**config.mk**
```make
export PLATFORM = sky130hd
export DESIGN_NAME = signal_curve_length_core
export DESIGN_NICKNAME = d
export VERILOG_FILES = /design/src/rtl/sclen_pkg.sv /design/src/rtl/signal_curve_length_core.sv
export SDC_FILE = /design/constraint.sdc
export NUM_CORES = 1
export LEC_CHECK = 0
export ABC_AREA = 1
export CORE_MARGIN = 5
export CORE_UTILIZATION = 65
export CTS_CLUSTER_SIZE = 24
export DETAILED_ROUTE_END_ITERATION = 12
export DONT_BUFFER_PORTS = 1
export PLACE_DENSITY = 0.81
export SYNTH_ARGS = -nofsm -noshare
export SYNTH_HDL_FRONTEND = slang
export SYNTH_SLANG_ARGS = --single-unit
```
**constraint.sdc**
```tcl
create_clock -name aclk -period 15.21 [get_ports aclk]
set_input_delay 3.042 -clock aclk [delete_from_list [all_inputs] [get_ports aclk]]
set_output_delay 3.042 -clock aclk [all_outputs]
set_load 0.01 [all_outputs]
```
**src/rtl/sclen_pkg.sv**
```systemverilog
// ----------------------------------------------------------------------------
// sclen_pkg
// shared types for the signal curve length core
// ----------------------------------------------------------------------------
package sclen_pkg;

    typedef enum logic [1:0] {
        ST_IDLE,
        ST_ROOT,
        ST_ACCUM,
        ST_EMIT
    } state_t;

endpackage

```
**src/rtl/signal_curve_length_core.sv**
```systemverilog
// ----------------------------------------------------------------------------
// signal_curve_length_core
// arc length of a sampled signal: sums floor(sqrt(d*d + 1)) in fixed point
// ----------------------------------------------------------------------------
// the first sample of a sequence is only stored (and goes to ST_EMIT if it
// ends it); every later sample runs the bit-serial root loop, which resolves
// one root bit a cycle, then ST_ACCUM, and then ST_EMIT when marked last.
// s_tready is low while an item is in work; a result in m_* waits for m_tready.
// aresetn (synchronous, active low) clears the sum, the previous sample and
// the output valid.
module signal_curve_length_core #(
    parameter int SAMPLE_WIDTH = 16,
    parameter int FRAC_BITS    = 8,
    parameter int SUM_WIDTH    = 40
) (
    input  logic                                    aclk,
    input  logic                                    aresetn,
    input  logic                                    s_tvalid,
    output logic                                    s_tready,
    input  logic [((SAMPLE_WIDTH + 7) / 8) * 8 - 1:0] s_tdata,  // sample
    input  logic                                    s_tlast,   // last
    output logic                                    m_tvalid,
    input  logic                                    m_tready,
    output logic [((SUM_WIDTH + 7) / 8) * 8 - 1:0]  m_tdata,   // length
    output logic [0:0]                              m_tuser    // saturated
);
    import sclen_pkg::*;

    localparam int TD_OUT_W = ((SUM_WIDTH + 7) / 8) * 8;
    localparam int TERM_W   = SAMPLE_WIDTH + 1;
    localparam int ROOT_W   = FRAC_BITS + 1;
    localparam int P_W      = SAMPLE_WIDTH + FRAC_BITS + 3;
    localparam int CNT_W    = $clog2(FRAC_BITS + 2);
    localparam int ACC_W    = ((SUM_WIDTH > TERM_W) ? SUM_WIDTH : TERM_W) + 1;
    localparam logic [P_W-1:0]       LIMIT   = P_W'(1) << (2 * FRAC_BITS);
    localparam logic [SUM_WIDTH-1:0] SUM_MAX = {SUM_WIDTH{1'b1}};

    state_t                  state_reg, state_next;
    logic [SAMPLE_WIDTH-1:0] prev_reg, prev_next;
    logic                    have_prev_reg, have_prev_next;
    logic [SUM_WIDTH-1:0]    sum_reg, sum_next;
    logic                    sat_reg, sat_next;
    logic                    last_reg, last_next;
    logic                    add_reg, add_next;
    logic [SAMPLE_WIDTH-1:0] mag_reg, mag_next;
    logic [ROOT_W-1:0]       e_reg, e_next;
    logic [P_W-1:0]          p_reg, p_next;
    logic [CNT_W-1:0]        cnt_reg, cnt_next;
    logic                    m_valid_reg, m_valid_next;
    logic [SUM_WIDTH-1:0]    m_len_reg, m_len_next;
    logic                    m_sat_reg, m_sat_next;

    logic [SAMPLE_WIDTH-1:0] cur;
    logic [P_W-1:0]          step_base;
    logic [P_W-1:0]          p_try;
    logic [ACC_W-1:0]        acc;
    logic                    acc_ovf;
    logic                    out_free;

    // offset binary keeps signed order in unsigned compares
    assign cur = {~s_tdata[SAMPLE_WIDTH-1], s_tdata[SAMPLE_WIDTH-2:0]};

    // trying bit b of e: e*(2m+e) grows by (2m + 2e + 2^b) << b
    assign step_base = (P_W'(mag_reg) << 1) + (P_W'(e_reg) << 1) + (P_W'(1) << cnt_reg);
    assign p_try     = p_reg + (step_base << cnt_reg);

    assign acc     = ACC_W'(sum_reg) + ACC_W'(TERM_W'(mag_reg) + TERM_W'(e_reg));
    assign acc_ovf = (acc >> SUM_WIDTH) != '0;

    assign out_free = !m_valid_reg || m_tready;

    always_comb begin
        state_next     = state_reg;
        prev_next      = prev_reg;
        have_prev_next = have_prev_reg;
        sum_next       = sum_reg;
        sat_next       = sat_reg;
        last_next      = last_reg;
        add_next       = add_reg;
        mag_next       = mag_reg;
        e_next         = e_reg;
        p_next         = p_reg;
        cnt_next       = cnt_reg;
        m_valid_next   = m_valid_reg && !m_tready;
        m_len_next     = m_len_reg;
        m_sat_next     = m_sat_reg;
        s_tready       = 1'b0;

        case (state_reg)
            ST_IDLE: begin
                s_tready = 1'b1;
                if (s_tvalid) begin
                    mag_next       = (cur >= prev_reg) ? cur - prev_reg : prev_reg - cur;
                    add_next       = have_prev_reg;
                    last_next      = s_tlast;
                    prev_next      = cur;
                    have_prev_next = 1'b1;
                    e_next         = '0;
                    p_next         = '0;
                    cnt_next       = CNT_W'(FRAC_BITS);
                    if (have_prev_reg) begin
                        state_next = ST_ROOT;
                    end else if (s_tlast) begin
                        state_next = ST_EMIT;
                    end
                end
            end
            ST_ROOT: begin
                if (p_try <= LIMIT) begin
                    e_next = e_reg | (ROOT_W'(1) << cnt_reg);
                    p_next = p_try;
                end
                cnt_next = cnt_reg - CNT_W'(1);
                if (cnt_reg == '0) begin
                    state_next = ST_ACCUM;
                end
            end
            ST_ACCUM: begin
                if (add_reg) begin
                    if (acc_ovf) begin
                        sum_next = SUM_MAX;
                        sat_next = 1'b1;
                    end else begin
                        sum_next = acc[SUM_WIDTH-1:0];
                    end
                end
                state_next = last_reg ? ST_EMIT : ST_IDLE;
            end
            ST_EMIT: begin
                if (out_free) begin
                    m_valid_next   = 1'b1;
                    m_len_next     = sum_reg;
                    m_sat_next     = sat_reg;
                    sum_next       = '0;
                    sat_next       = 1'b0;
                    prev_next      = '0;
                    have_prev_next = 1'b0;
                    state_next     = ST_IDLE;
                end
            end
            default: begin
                state_next = ST_IDLE;
            end
        endcase
    end

    always_ff @(posedge aclk) begin
        if (!aresetn) begin
            state_reg     <= ST_IDLE;
            prev_reg      <= '0;
            have_prev_reg <= 1'b0;
            sum_reg       <= '0;
            sat_reg       <= 1'b0;
            m_valid_reg   <= 1'b0;
        end else begin
            state_reg     <= state_next;
            prev_reg      <= prev_next;
            have_prev_reg <= have_prev_next;
            sum_reg       <= sum_next;
            sat_reg       <= sat_next;
            m_valid_reg   <= m_valid_next;
        end
    end

    always_ff @(posedge aclk) begin
        last_reg  <= last_next;
        add_reg   <= add_next;
        mag_reg   <= mag_next;
        e_reg     <= e_next;
        p_reg     <= p_next;
        cnt_reg   <= cnt_next;
        m_len_reg <= m_len_next;
        m_sat_reg <= m_sat_next;
    end

    assign m_tvalid   = m_valid_reg;
    assign m_tdata    = TD_OUT_W'(m_len_reg);
    assign m_tuser[0] = m_sat_reg;

    // partial square never passes the bound
    a_root_bound: assert property (@(posedge aclk) disable iff (!aresetn)
        (state_reg == ST_ROOT) |-> (p_reg <= LIMIT))
        else $error("root partial product above bound");

    // the root loop runs until its bit counter reaches zero
    a_root_runs: assert property (@(posedge aclk) disable iff (!aresetn)
        (state_reg == ST_ROOT && cnt_reg != '0) |=> (state_reg == ST_ROOT))
        else $error("root loop left early");

    // a saturated result carries the clamped sum
    a_sat_len: assert property (@(posedge aclk) disable iff (!aresetn)
        (m_valid_reg && m_sat_reg) |-> (m_len_reg == SUM_MAX))
        else $error("saturated result not at full scale");

    // emitting a result clears the sequence state
    a_emit_clear: assert property (@(posedge aclk) disable iff (!aresetn)
        (state_reg == ST_EMIT && out_free) |=>
            (sum_reg == '0 && !sat_reg && !have_prev_reg && m_valid_reg))
        else $error("sequence state not cleared after result");

    // no input item is taken while one is in work
    a_busy: assert property (@(posedge aclk) disable iff (!aresetn)
        (state_reg != ST_IDLE) |-> !s_tready)
        else $error("ready while busy");

endmodule
```
==> flow_metrics.py <==
metrics = {
    "yosys": {
        "synthArstFlopShare_pct": 0,
        "yosysSeqAreaShare_pct": 31.83,
        "synth_edf_count": 99,
        "synthAdderAreaFrac_pct": 13.65,
        "synth_simple_gate_area_share_pct": 27.94,
        "ys_ff_latch": 160,
        "synth-compound-area-share_pct": 13.66,
        "synthXorXnorAreaFrac_pct": 3.722,
        "synth_flop_cell": "edfxtp_1",
        "syn_area_per_cell_sq_um": 7.264,
        "netlist_area_sq_mm": 0.01318,
        "netlist_instances": 1814,
        "synthMuxAreaShare_pct": 0.8640,
        "synth_cell_types": 61,
        "synth_top_family_by_area": "simple AND/OR/NAND/NOR gates",
        "synthesis.nets": 1965,
        "synth_warnings": 0,
    },
    "global_route": {
        "grt_max_degree": 61,
        "track_usage_pct": 30.78,
        "grt_pass1_wl_microns": 58530,
        "grt.overflow.total": 0,
        "antenna_found_initial": 0,
        "grt_pass1_vias": 11490,
    },
    "worst_setup_path": {
        "critPathMaxFanout": 27,
        "required_ns": 15.32,
        "cp_common_cell": "nand2_1",
        "critPathLaunchType": "flip-flop",
        "arrival_ns": 8.14,
        "critical_path.slowest_cell": "edfxtp_1",
        "slowest_delay_ns": 0.92,
        "crit_path_end_kind": "flip-flop",
        "crit_type": "flip-flop to flip-flop",
    },
    "floorplanning": {
        "chipHeight_microns": 152.4,
        "die_w_microns": 152.4,
        "num_io_pins": 64,
        "die-area_sq_mm": 0.02322,
        "rows": 52,
        "start_util_pct": 65.55,
        "core_sq_mm": 0.02010,
    },
    "hold_path": {
        "min_path_type": "flip-flop to flip-flop",
    },
    "final_layout": {
        "final_nets": 1945,
        "diodes": 0,
        "areaGrowthSynthToFinish_pct": 6.115,
        "num-fill-cells": 1694,
        "most-common-layout-cells": "nand2_1 (446), inv_1 (233), nor2_1 (158)",
        "final_common_cell": "nand2_1",
        "drive_gt1_share_pct": 4.925,
        "post-route-util_pct": 69.55,
    },
    "power_and_ir_drop": {
        "power.density_mw_per_mm2": 190.2,
        "switching_share_pct": 50.76,
        "combinationalPowerShare_pct": 60.2,
        "vdd_drop_max_mv": 0.1388,
        "p_leak_nw": 6.229,
        "p_total_mw": 2.660,
        "power.switching_mw": 1.350,
        "internal_power_mw": 1.310,
        "p_seq_share_pct": 23.4,
        "clock_power_share_pct": 16.4,
    },
    "route": {
        "drt-pass1-iter-count": 6,
        "vias": 12300,
        "detail_route.vias_per_cell": 5.923,
        "wl_per_cell_microns": 17.54,
        "drt_iter0_drc": 1218,
        "drt_wl_total_microns": 36430,
        "drc_errors": 0,
        "antenna_left": 0,
    },
    "sta": {
        "finalMaxSlewViolations": 0,
        "tns_ns": 0,
        "period_share_pct": 52.81,
        "finClkSkew_ns": 0.01592,
        "maxSlewHeadroom_pct": 42.15,
        "worst_pin_slew_ns": 0.8677,
        "rsz0062_at_grt": "false",
        "hold_viol_final": 0,
        "finalWorstPathRequiredPeriod_ns": 8.032,
        "setup_viol": 0,
        "fmax_mhz": 124.5,
    },
    "clock_tree": {
        "clk_pin_slew_ns": 0.08,
        "tritoncts": "done",
        "cts.sinks": 160,
        "clockBufferDepth": 2,
        "post-cts-setup-buffer-count": 0,
        "clock_latency_ns": 0.44,
        "htree_levels": 4,
        "cts_hold_buf": 0,
        "root_buffer": "clkbuf_16",
        "cts_resized": 0,
        "cts_buffers": 17,
    },
    "placed_design": {
        "hpwl_microns": 28660,
        "place_congestion": 0.9608,
        "io_buffer_count": 0,
    },
    "run_status": {
        "status": "finished clean",
    },
    "job": {
        "cap_violations": 0,
    },
}
## layer usage
layer / vias to the layer above / part of all wire, % / routed length (microns) / GRT usage, %
met5: - / 0 / 0 / 0
met4: 0 / 2.4 / 859 / 8.690
met3: 83 / 7.1 / 2586 / 4.203
met2: 500 / 46 / 16920 / 50.17
met1: 5722 / 44 / 16070 / 43.22
li1: 5998 / - / - / -
## final cells by class
| cell class | count | area, sq um | share of cell area (%) |
|---|---|---|---|
| Multi-Input combinational cell | 1370 | 7899 | 56.49 |
| Clock inverter | 14 | 163.9 | 1.172 |
| Inverter | 237 | 889.6 | 6.362 |
| Tap cell | 270 | 337.8 | 2.416 |
| Timing Repair Buffer | 8 | 60.06 | 0.4295 |
| Sequential cell | 160 | 4194 | 29.99 |
| Clock buffer | 18 | 439.2 | 3.141 |
## worst max-delay path, delay by kind of cell (launching register included)
family | cells | cell delay (ns)
adder cells (fa/ha/maj) | 3 | 1.28
AO/OA/AOI/OAI | 3 | 0.46
buffers and inverters | 4 | 1.25
AND/OR/NAND/NOR | 20 | 3.33
XOR/XNOR | 2 | 0.42
flip-flops | 1 | 0.92
## metrics by stage
step	std cells	setup slack, ns	cell area, sq um	hold slack (ns)
after floorplan	1814	8.831	13180	0.4082
after CTS	2077	7.426	13980	0.4526
after detailed placement	2045	7.490	13380	0.4342
final	2077	7.178	13980	0.4439
after global placement	2045	7.531	13380	0.4200
after global routing	2077	6.663	13980	0.4631
## cell usage after synthesis, types with 7 or more instances
master / n / area, sq um
nand2_2: 12 / 75.07
fa_1: 23 / 460.4
edfxtp_1: 99 / 2973
a21o_1: 9 / 67.56
clkbuf_1: 33 / 123.9
nand4_1: 28 / 175.2
inv_1: 233 / 874.6
xnor2_1: 24 / 210.2
xor2_1: 32 / 280.3
ha_1: 107 / 1339
o21ai_1: 7 / 35.03
nor3_1: 34 / 170.2
nor2_1: 161 / 604.3
o21ai_0: 97 / 485.5
nand2_1: 446 / 1674
a21oi_1: 153 / 765.7
mux2i_1: 8 / 80.08
dfxtp_1: 61 / 1221
o211ai_1: 7 / 52.55
nand3_1: 126 / 630.6
nand3b_1: 13 / 97.59
## kinds of logic after synthesis
group / Yosys count
flip-flops: 160
XOR/XNOR: 56
multiplexers: 11
adder cells (fa/ha/maj): 130
buffers and inverters: 284
AO/OA/AOI/OAI: 321
AND/OR/NAND/NOR: 852
## power groups by stage
stage                     registers (mW)  clock network [mW]  logic (mW)
after floorplan                    0.591                   0        1.19
after global placement             0.628                   0        1.54
after detailed placement           0.630                   0        1.55
after CTS                          0.621               0.439        1.56
after global routing               0.628               0.459        1.78
final                              0.622               0.437        1.60
## worst paths after layout
check                                              end  cells after the start                     start  slack (ns)
worst max-delay path            e_reg[3]$_SDFFCE_PN0P_                     32  cnt_reg[2]$_SDFFCE_PN0P_        7.18
worst min-delay path                 m_tuser$_DFFE_PP_                      0      sat_reg$_SDFFE_PN0P_        0.44
worst max register to register  e_reg[3]$_SDFFCE_PN0P_                     32  cnt_reg[2]$_SDFFCE_PN0P_        7.18
worst min register to register       m_tuser$_DFFE_PP_                      0      sat_reg$_SDFFE_PN0P_        0.44
(Power assumes the default switching activity.)
